File: config.mk
export PLATFORM = sky130hd
export DESIGN_NAME = tty_line_input_buffer
export DESIGN_NICKNAME = d
export VERILOG_FILES = /design/src/hw/rtl/tlib_pkg.sv /design/src/hw/rtl/tty_line_input_buffer.sv /design/src/hw/rtl/tlib_ram.sv /design/src/hw/rtl/tlib_front.sv /design/src/hw/rtl/tlib_back.sv
export VERILOG_INCLUDE_DIRS = /design/src /design/src/hw/rtl
export SDC_FILE = /design/constraint.sdc
export NUM_CORES = 1
export LEC_CHECK = 0
export ABC_CLOCK_PERIOD_IN_PS = 3600
export BUFFER_PORTS_ARGS = -buffer_cell sky130_fd_sc_hd__buf_2
export CAP_MARGIN = 20
export CORE_MARGIN = 8
export CORE_UTILIZATION = 36
export DETAILED_ROUTE_END_ITERATION = 7
export GPL_TIMING_DRIVEN = 0
export PLACE_DENSITY = 0.61
export SLEW_MARGIN = 20
export SYNTH_ARGS = -nofsm -noshare
export SYNTH_HDL_FRONTEND = slang
export SYNTH_HIERARCHICAL = 1
export SYNTH_SLANG_ARGS = --single-unit
File: constraint.sdc
create_clock -name clk -period 3.6 [get_ports clk]
set_clock_uncertainty 0.1 [all_clocks]
set_input_delay 1.08 -clock clk [delete_from_list [all_inputs] [get_ports clk]]
set_output_delay 1.08 -clock clk [all_outputs]
set_load 0.02 [all_outputs]
File: src/hw/rtl/tty_line_input_buffer_defines.svh
// Assertion macros for the RTL of the line input buffer (included by the back end).
// Each macro expects clk and arst_n in scope.
`ifndef TTY_LINE_INPUT_BUFFER_DEFINES_SVH
`define TTY_LINE_INPUT_BUFFER_DEFINES_SVH

// Check a condition at every clock edge out of reset.
`define TLIB_ASSERT_NOW(label, cond, msg) \
	label: assert property (@(posedge clk) disable iff (!arst_n) (cond)) else $error(msg);

// Check a same-cycle implication.
`define TLIB_ASSERT_IMP(label, ante, cons, msg) \
	label: assert property (@(posedge clk) disable iff (!arst_n) (ante) |-> (cons)) \
		else $error(msg);

// Check that a condition implies another one in the next cycle.
`define TLIB_ASSERT_NXT(label, ante, cons, msg) \
	label: assert property (@(posedge clk) disable iff (!arst_n) (ante) |=> (cons)) \
		else $error(msg);

`endif

File: src/hw/rtl/tlib_pkg.sv
`timescale 1ns / 1ps

package tlib_pkg;

	// Default ring size and the most characters one read transaction returns
	localparam int BUFFER_DEPTH_DEFAULT = 64;
	localparam int MAX_RESULTS          = 64;

	// Entries in the command queue between front and back
	localparam int QUEUE_DEPTH = 2;

	// Character codes
	localparam logic [7:0] CH_CR  = 8'd13;
	localparam logic [7:0] CH_LF  = 8'd10;
	localparam logic [7:0] CH_BS  = 8'd8;
	localparam logic [7:0] CH_DEL = 8'd127;

	// Input operation codes
	localparam logic OP_FEED = 1'b0;
	localparam logic OP_READ = 1'b1;

	typedef struct packed {
		logic       operation;
		logic [7:0] char_in;
		logic [7:0] read_size;
	} in_item_t;

	typedef struct packed {
		logic [7:0] out_char;
		logic       char_valid;
		logic       last;
		logic       accepted;
		logic       data_left;
		logic [6:0] fill_level;
	} out_item_t;

	// Classified command kinds
	typedef enum logic [1:0] {
		CMD_STORE = 2'd0,
		CMD_ERASE = 2'd1,
		CMD_READ  = 2'd2
	} cmd_kind_t;

	// Command: data is the character for a store, the size for a read
	typedef struct packed {
		cmd_kind_t  kind;
		logic [7:0] data;
	} cmd_t;

	// Queue head as seen by the back end
	typedef struct packed {
		logic valid;
		cmd_t cmd;
	} cmd_link_t;

endpackage

File: src/hw/rtl/tty_line_input_buffer.sv
`timescale 1ns / 1ps
// Channel   Handshake                 Payload
// item      start / busy              item   (operation, char_in, read_size)
// config    cfg_valid / cfg_ready     cfg_data (canonical_mode)
// result    strobe, one cycle         result (out_char ... fill_level)
//
// A transaction is taken whenever the two-entry command queue has room.
// A feed is executed by the back end from its idle state; a read first fetches from the
// character RAM (registered read port) and then delivers one character per cycle.
// Reset clears pointers, count and queue; canonical mode resets to 1; no clearing pass.
// The receiver cannot stall: each result shows for one cycle behind strobe.

module tty_line_input_buffer #(
	parameter int BUFFER_DEPTH = tlib_pkg::BUFFER_DEPTH_DEFAULT
) (
	input  logic                clk,
	input  logic                arst_n,
	input  logic                start,
	output logic                busy,
	input  tlib_pkg::in_item_t  item,
	input  logic                cfg_valid,
	output logic                cfg_ready,
	input  logic                cfg_data,
	output logic                strobe,
	output tlib_pkg::out_item_t result
);

	tlib_pkg::cmd_link_t link;
	logic                pop;
	logic                canonical_q;

	assign cfg_ready = 1'b1;

	// Hold the canonical mode register
	always_ff @(posedge clk or negedge arst_n) begin
		if (!arst_n) begin
			canonical_q <= 1'b1;
		end else if (cfg_valid && cfg_ready) begin
			canonical_q <= cfg_data;
		end
	end

	tlib_front u_front (
		.clk   (clk),
		.arst_n(arst_n),
		.start (start),
		.busy  (busy),
		.item  (item),
		.pop   (pop),
		.link  (link)
	);

	tlib_back #(
		.DEPTH(BUFFER_DEPTH)
	) u_back (
		.clk      (clk),
		.arst_n   (arst_n),
		.canonical(canonical_q),
		.link     (link),
		.pop      (pop),
		.strobe   (strobe),
		.result   (result)
	);

endmodule

File: src/hw/rtl/tlib_ram.sv
`timescale 1ns / 1ps

module tlib_ram #(
	parameter int WIDTH = 8,
	parameter int DEPTH = tlib_pkg::BUFFER_DEPTH_DEFAULT
) (
	input  logic                     clk,
	input  logic                     we,
	input  logic [$clog2(DEPTH)-1:0] waddr,
	input  logic [WIDTH-1:0]         wdata,
	input  logic [$clog2(DEPTH)-1:0] raddr,
	output logic [WIDTH-1:0]         rdata
);

	logic [WIDTH-1:0] mem_q [DEPTH];

	// Write port and registered read port
	always_ff @(posedge clk) begin
		if (we) begin
			mem_q[waddr] <= wdata;
		end
		rdata <= mem_q[raddr];
	end

endmodule

File: src/hw/rtl/tlib_front.sv
`timescale 1ns / 1ps

module tlib_front (
	input  logic                clk,
	input  logic                arst_n,
	input  logic                start,
	output logic                busy,
	input  tlib_pkg::in_item_t  item,
	input  logic                pop,
	output tlib_pkg::cmd_link_t link
);

	localparam int QD  = tlib_pkg::QUEUE_DEPTH;
	localparam int QAW = (QD > 1) ? $clog2(QD) : 1;
	localparam int QCW = $clog2(QD + 1);

	tlib_pkg::cmd_t   cmd_new;
	tlib_pkg::cmd_t   queue_q [QD];
	logic [QAW-1:0]   wr_q;
	logic [QAW-1:0]   rd_q;
	logic [QCW-1:0]   cnt_q;
	logic             push;
	logic             take;

	// Classify the incoming transaction
	always_comb begin
		cmd_new.kind = tlib_pkg::CMD_STORE;
		cmd_new.data = item.char_in;
		if (item.operation == tlib_pkg::OP_READ) begin
			cmd_new.kind = tlib_pkg::CMD_READ;
			cmd_new.data = item.read_size;
		end else if (item.char_in == tlib_pkg::CH_CR) begin
			cmd_new.data = tlib_pkg::CH_LF;
		end else if (item.char_in == tlib_pkg::CH_BS || item.char_in == tlib_pkg::CH_DEL) begin
			cmd_new.kind = tlib_pkg::CMD_ERASE;
		end
	end

	assign busy = (cnt_q == QCW'(QD));
	assign push = start && !busy;
	assign take = pop && (cnt_q != '0);

	assign link.valid = (cnt_q != '0);
	assign link.cmd   = queue_q[rd_q];

	// Store commands in arrival order
	always_ff @(posedge clk) begin
		if (push) begin
			queue_q[wr_q] <= cmd_new;
		end
	end

	// Advance queue pointers and occupancy
	always_ff @(posedge clk or negedge arst_n) begin
		if (!arst_n) begin
			wr_q  <= '0;
			rd_q  <= '0;
			cnt_q <= '0;
		end else begin
			if (push) begin
				wr_q <= (wr_q == QAW'(QD - 1)) ? '0 : wr_q + 1'b1;
			end
			if (take) begin
				rd_q <= (rd_q == QAW'(QD - 1)) ? '0 : rd_q + 1'b1;
			end
			if (push && !take) begin
				cnt_q <= cnt_q + 1'b1;
			end else if (take && !push) begin
				cnt_q <= cnt_q - 1'b1;
			end
		end
	end

endmodule

File: src/hw/rtl/tlib_back.sv
`timescale 1ns / 1ps
`include "tty_line_input_buffer_defines.svh"

module tlib_back #(
	parameter int DEPTH = tlib_pkg::BUFFER_DEPTH_DEFAULT
) (
	input  logic                clk,
	input  logic                arst_n,
	input  logic                canonical,
	input  tlib_pkg::cmd_link_t link,
	output logic                pop,
	output logic                strobe,
	output tlib_pkg::out_item_t result
);

	localparam int AW = $clog2(DEPTH);
	localparam int CW = $clog2(DEPTH + 1);
	localparam int RW = $clog2(tlib_pkg::MAX_RESULTS + 1);

	typedef enum logic [1:0] {
		BK_IDLE = 2'b01,
		BK_READ = 2'b10
	} bk_state_t;

	bk_state_t           state_q, state_d;
	logic [AW-1:0]       wp_q, wp_d;
	logic [AW-1:0]       rp_q, rp_d;
	logic [CW-1:0]       count_q, count_d;
	logic [RW-1:0]       rem_q, rem_d;
	logic                we;
	logic [AW-1:0]       raddr;
	logic [7:0]          rdata;
	logic                stop;
	logic                strobe_d;
	tlib_pkg::out_item_t res_d;
	logic                strobe_q;
	tlib_pkg::out_item_t res_q;

	function automatic logic [AW-1:0] ptr_inc(input logic [AW-1:0] p);
		return (p == AW'(DEPTH - 1)) ? '0 : p + 1'b1;
	endfunction

	function automatic logic [AW-1:0] ptr_dec(input logic [AW-1:0] p);
		return (p == '0) ? AW'(DEPTH - 1) : p - 1'b1;
	endfunction

	tlib_ram #(
		.WIDTH(8),
		.DEPTH(DEPTH)
	) u_store (
		.clk  (clk),
		.we   (we),
		.waddr(wp_q),
		.wdata(link.cmd.data),
		.raddr(raddr),
		.rdata(rdata)
	);

	// End a read on newline in canonical mode, on size, or when the ring drains
	assign stop = (canonical && rdata == tlib_pkg::CH_LF) || (rem_q == RW'(1)) ||
		(count_q == CW'(1));

	// Execute one command, or deliver one character of a read
	always_comb begin
		state_d  = state_q;
		wp_d     = wp_q;
		rp_d     = rp_q;
		count_d  = count_q;
		rem_d    = rem_q;
		pop      = 1'b0;
		we       = 1'b0;
		raddr    = rp_q;
		strobe_d = 1'b0;
		res_d    = '0;
		unique case (state_q)
			BK_IDLE: begin
				if (link.valid) begin
					pop        = 1'b1;
					strobe_d   = 1'b1;
					res_d.last = 1'b1;
					case (link.cmd.kind)
						tlib_pkg::CMD_STORE: begin
							if (count_q < CW'(DEPTH)) begin
								we             = 1'b1;
								wp_d           = ptr_inc(wp_q);
								count_d        = count_q + 1'b1;
								res_d.accepted = 1'b1;
							end
						end
						tlib_pkg::CMD_ERASE: begin
							if (count_q != '0) begin
								wp_d           = ptr_dec(wp_q);
								count_d        = count_q - 1'b1;
								res_d.accepted = 1'b1;
							end
						end
						tlib_pkg::CMD_READ: begin
							if (link.cmd.data != '0 && count_q != '0) begin
								strobe_d   = 1'b0;
								res_d.last = 1'b0;
								state_d    = BK_READ;
								rem_d      = (link.cmd.data > 8'(tlib_pkg::MAX_RESULTS)) ?
									RW'(tlib_pkg::MAX_RESULTS) : RW'(link.cmd.data);
							end
						end
						default: begin
						end
					endcase
				end
			end
			BK_READ: begin
				rp_d             = ptr_inc(rp_q);
				raddr            = ptr_inc(rp_q);
				count_d          = count_q - 1'b1;
				rem_d            = rem_q - 1'b1;
				strobe_d         = 1'b1;
				res_d.out_char   = rdata;
				res_d.char_valid = 1'b1;
				res_d.last       = stop;
				if (stop) begin
					state_d = BK_IDLE;
				end
			end
			default: begin
				state_d = BK_IDLE;
			end
		endcase
		res_d.data_left  = (count_d != '0);
		res_d.fill_level = 7'(count_d);
	end

	// Hold the result for its one cycle
	always_ff @(posedge clk) begin
		res_q <= res_d;
	end

	// Advance ring state and control
	always_ff @(posedge clk or negedge arst_n) begin
		if (!arst_n) begin
			state_q  <= BK_IDLE;
			wp_q     <= '0;
			rp_q     <= '0;
			count_q  <= '0;
			rem_q    <= '0;
			strobe_q <= 1'b0;
		end else begin
			state_q  <= state_d;
			wp_q     <= wp_d;
			rp_q     <= rp_d;
			count_q  <= count_d;
			rem_q    <= rem_d;
			strobe_q <= strobe_d;
		end
	end

	assign strobe = strobe_q;
	assign result = res_q;

	`TLIB_ASSERT_NOW(a_count_bound, count_q <= CW'(DEPTH), "unread count above ring depth")
	`TLIB_ASSERT_IMP(a_empty_ptrs, count_q == '0, rp_q == wp_q, "empty ring with split pointers")
	`TLIB_ASSERT_NXT(a_read_emits, state_q == BK_READ, strobe_q && res_q.char_valid,
		"read cycle produced no character")
	`TLIB_ASSERT_IMP(a_read_not_acc, strobe_q && res_q.char_valid, !res_q.accepted,
		"read result marked accepted")

endmodule
==> out/metrics.yaml <==
status: "finished clean"
synth_top_area_frac: 0.6637
crit_path_end_kind: "register"
yosys_most_used_dff: "edfxtp_1"
layout_min_cycle_time_ns: 3.576
ys_warn_count: 6
peakVddDrop_v: 0.0004895
crit_type: "reg2reg"
ios: 44
worstPathRequired_ns: 3.94
grt_usage: 0.1603
syn_area_um2: 24070
wl_met2_mm: 29.42
dieWidth_um: 274.6
yosys-top-cells-area: "edfxtp_1, mux4_2, dfrtp_1"
min_path_type: "reg2reg"
synth.most_common_cell: "edfxtp_1"
fin_area_um2: 28550
cp-start-kind: "register"
utilization: 0.4282
drt-initial-drc-count: 1250
htreeDepth: 3
power_density_nw_per_um2: 854.7
ant_nets: 0
cts_num_sinks: 593
route.met3.wl_mm: 4.428
totalWireLength_mm: 60.57
slew_viol_final: 0
cts_root_buf: "clkbuf_16"
clk_latency_ns: 0.60
die_height_um: 274.6
whs_ns: 0.3927
max_freq_mhz: 279.7
diodes: 0
ctsHoldBuffers: 0
slew_headroom: 0.4120
grt_max_degree: 69
syn_nets: 1370
core_um2: 66680
period_share: 0.9933
routedWlPerCell_um: 25.29
total_leakage_power_nw: 9.173
cts_tree: "done"
arrival_ns: 3.92
vias_per_cell: 5.545
syn_to_final_growth_pct: 18.61
yosysTopAreaCell: "edfxtp_1"
synth-seq-cells: 593
gp_congestion: 0.9068
die_area_um2: 75400
numCtsBuffers: 66
finalHoldViolCount: 0
critPathMaxFanout: 10
vias: 13280
dp_hpwl_mm: 37.99
setup_viol_count_final: 0
synth_seq_area_share: 0.7216
wl_met1_mm: 24.98
first_pass_iters: 6
grt_pass1_wl_mm: 89.67
dpl-instance-area_um2: 25420
drive_gt1_frac: 0.3088
drcViolationCount: 0
antenna_found_initial: 3
port_buffers: 42
topRoutingLayerUsed: "met5"
max_cap_viol_count: 0
place_ws_ns: -1.311
postSynthAreaPerCell_um2: 18.02
rows: 95
final_net_count: 1502
grt_overflow: 0
initial_core_util: 0.3610
grt_pass1_vias: 13510
yosysUniqueCellTypes: 76
synth_edf_count: 532
tightest_slew_ns: 0.8787
cts_buffer_depth: 3
clk_pin_slew_worst_paths_ns: 0.06
ys_async_sr_fraction: 0.05734
layout_setup_ws_ns: 0.02428
synthesis.instances: 1336
ys_top_cells_by_count: "edfxtp_1, mux4_2, nor2_1"
## area by class of cell
class,instances,area (um2)
fillers,5771,38130
clock buffers,80,1788
plain buffers,68,571.8
clock inverters,42,485.5
inverters,20,75.07
multi-input cells,654,6754
repair buffers,65,416.7
flip-flops and latches,593,17370
well taps,873,1092
## flip-flops by register name, summed over array words and instances (netlist names)
signal                count
canonical_q               1
u_back/count_q            7
u_back/rem_q              7
u_back/result            19
u_back/rp_q               6
u_back/state_q            2
u_back/strobe             1
u_back/u_store/mem_q    512
u_back/u_store/rdata      8
u_back/wp_q               6
u_front/cnt_q             2
u_front/queue_q          20
u_front/rd_q              1
u_front/wr_q              1
## worst paths after layout
check	start	depth (start not counted)	slack, ns	endpoint
setup / recovery	u_back/state_q[0]$_DFFE_PN1P_	13	0.02	u_back/u_store/rdata[3]$_DFF_P_
setup reg to reg	u_back/state_q[0]$_DFFE_PN1P_	13	0.02	u_back/u_store/rdata[3]$_DFF_P_
max in group asynchronous	arst_n	1	2.41	u_back/rem_q[6]$_DFFE_PN0P_
min in group asynchronous	arst_n	1	0.47	u_back/wp_q[1]$_DFFE_PN0P_
hold reg to reg	u_front/cnt_q[1]$_DFFE_PN0P_	1	0.39	u_front/cnt_q[1]$_DFFE_PN0P_
hold / removal	u_front/cnt_q[1]$_DFFE_PN0P_	1	0.39	u_front/cnt_q[1]$_DFFE_PN0P_
## repair_timing
| item | CTS | global route |
|---|---|---|
| setup buffers | 2 | 20 |
| cloned | 0 | 1 |
| resized for setup | 124 | 65 |
| pin swaps | 5 | 3 |
| setup endpoints to repair | 512 | 400 |
## power breakdown
group	total [mW]	internal, mW	leakage (nW)	switching (mW)
Clock	6.95	4.22	1.11	2.73
Combinational	8.48	3.40	2.63	5.09
Sequential	8.97	8.68	5.44	0.292
Total	24.4	16.3	9.17	8.11
## critical path, stage by stage, from the launching register on
cell     delay (ns)
dfstp_2        0.55
inv_1          0.07
ha_4           0.17
buf_4          0.18
nand4_1        0.15
nor2_1         0.12
nor2_4         0.21
buf_12         0.15
buf_6          0.15
buf_12         0.16
mux4_2         0.56
mux4_2         0.54
o21ai_2        0.21
o41ai_1        0.11
## layer usage
layer,track usage,vias to the layer above
met4,0.05646,2
met2,0.2616,514
li1,-,5662
met5,0,-
met3,0.03007,118
met1,0.2142,6985
## cell families after synthesis
family	after synthesis	share of synthesized area
compound gates	152	0.04481
xor+xnor	12	0.004366
fa+ha+maj	12	0.006237
buf+inv	89	0.01996
flops	593	0.7216
mux	181	0.1425
other cells	1	0.0001558
simple gates	296	0.06045
## stage by stage
stage	power [mW]	cells	setup TNS (ns)
floorplan	14.10	1336	0
global placement	16.56	2251	-196.45
detailed placement	16.74	2251	-293.31
CTS	24.07	2374	-24.87
global route	25.40	2395	-0.06234
finish	24.40	2395	0
## placed cells by master (no fill, tap or decap), drive strengths merged, types with 5 or more instances in the layout
master  instances
inv            24
clkbuf        111
and2           11
nor2b          22
buf           102
a221oi          6
dfxtp          27
nand2b         17
mux2           30
xnor2           8
mux4          126
o21ai          28
o22ai          11
clkinv         26
ha             12
dfrtp          32
nor3           21
bufinv          9
nand3          24
o221ai         11
edfxtp        532
nor4            6
a21oi          26
mux2i          25
o21a            5
a211oi          8
nor2          109
a31oi           6
nand2          53
nand4          10
No activity file was read; power rests on OpenSTA's default activity.
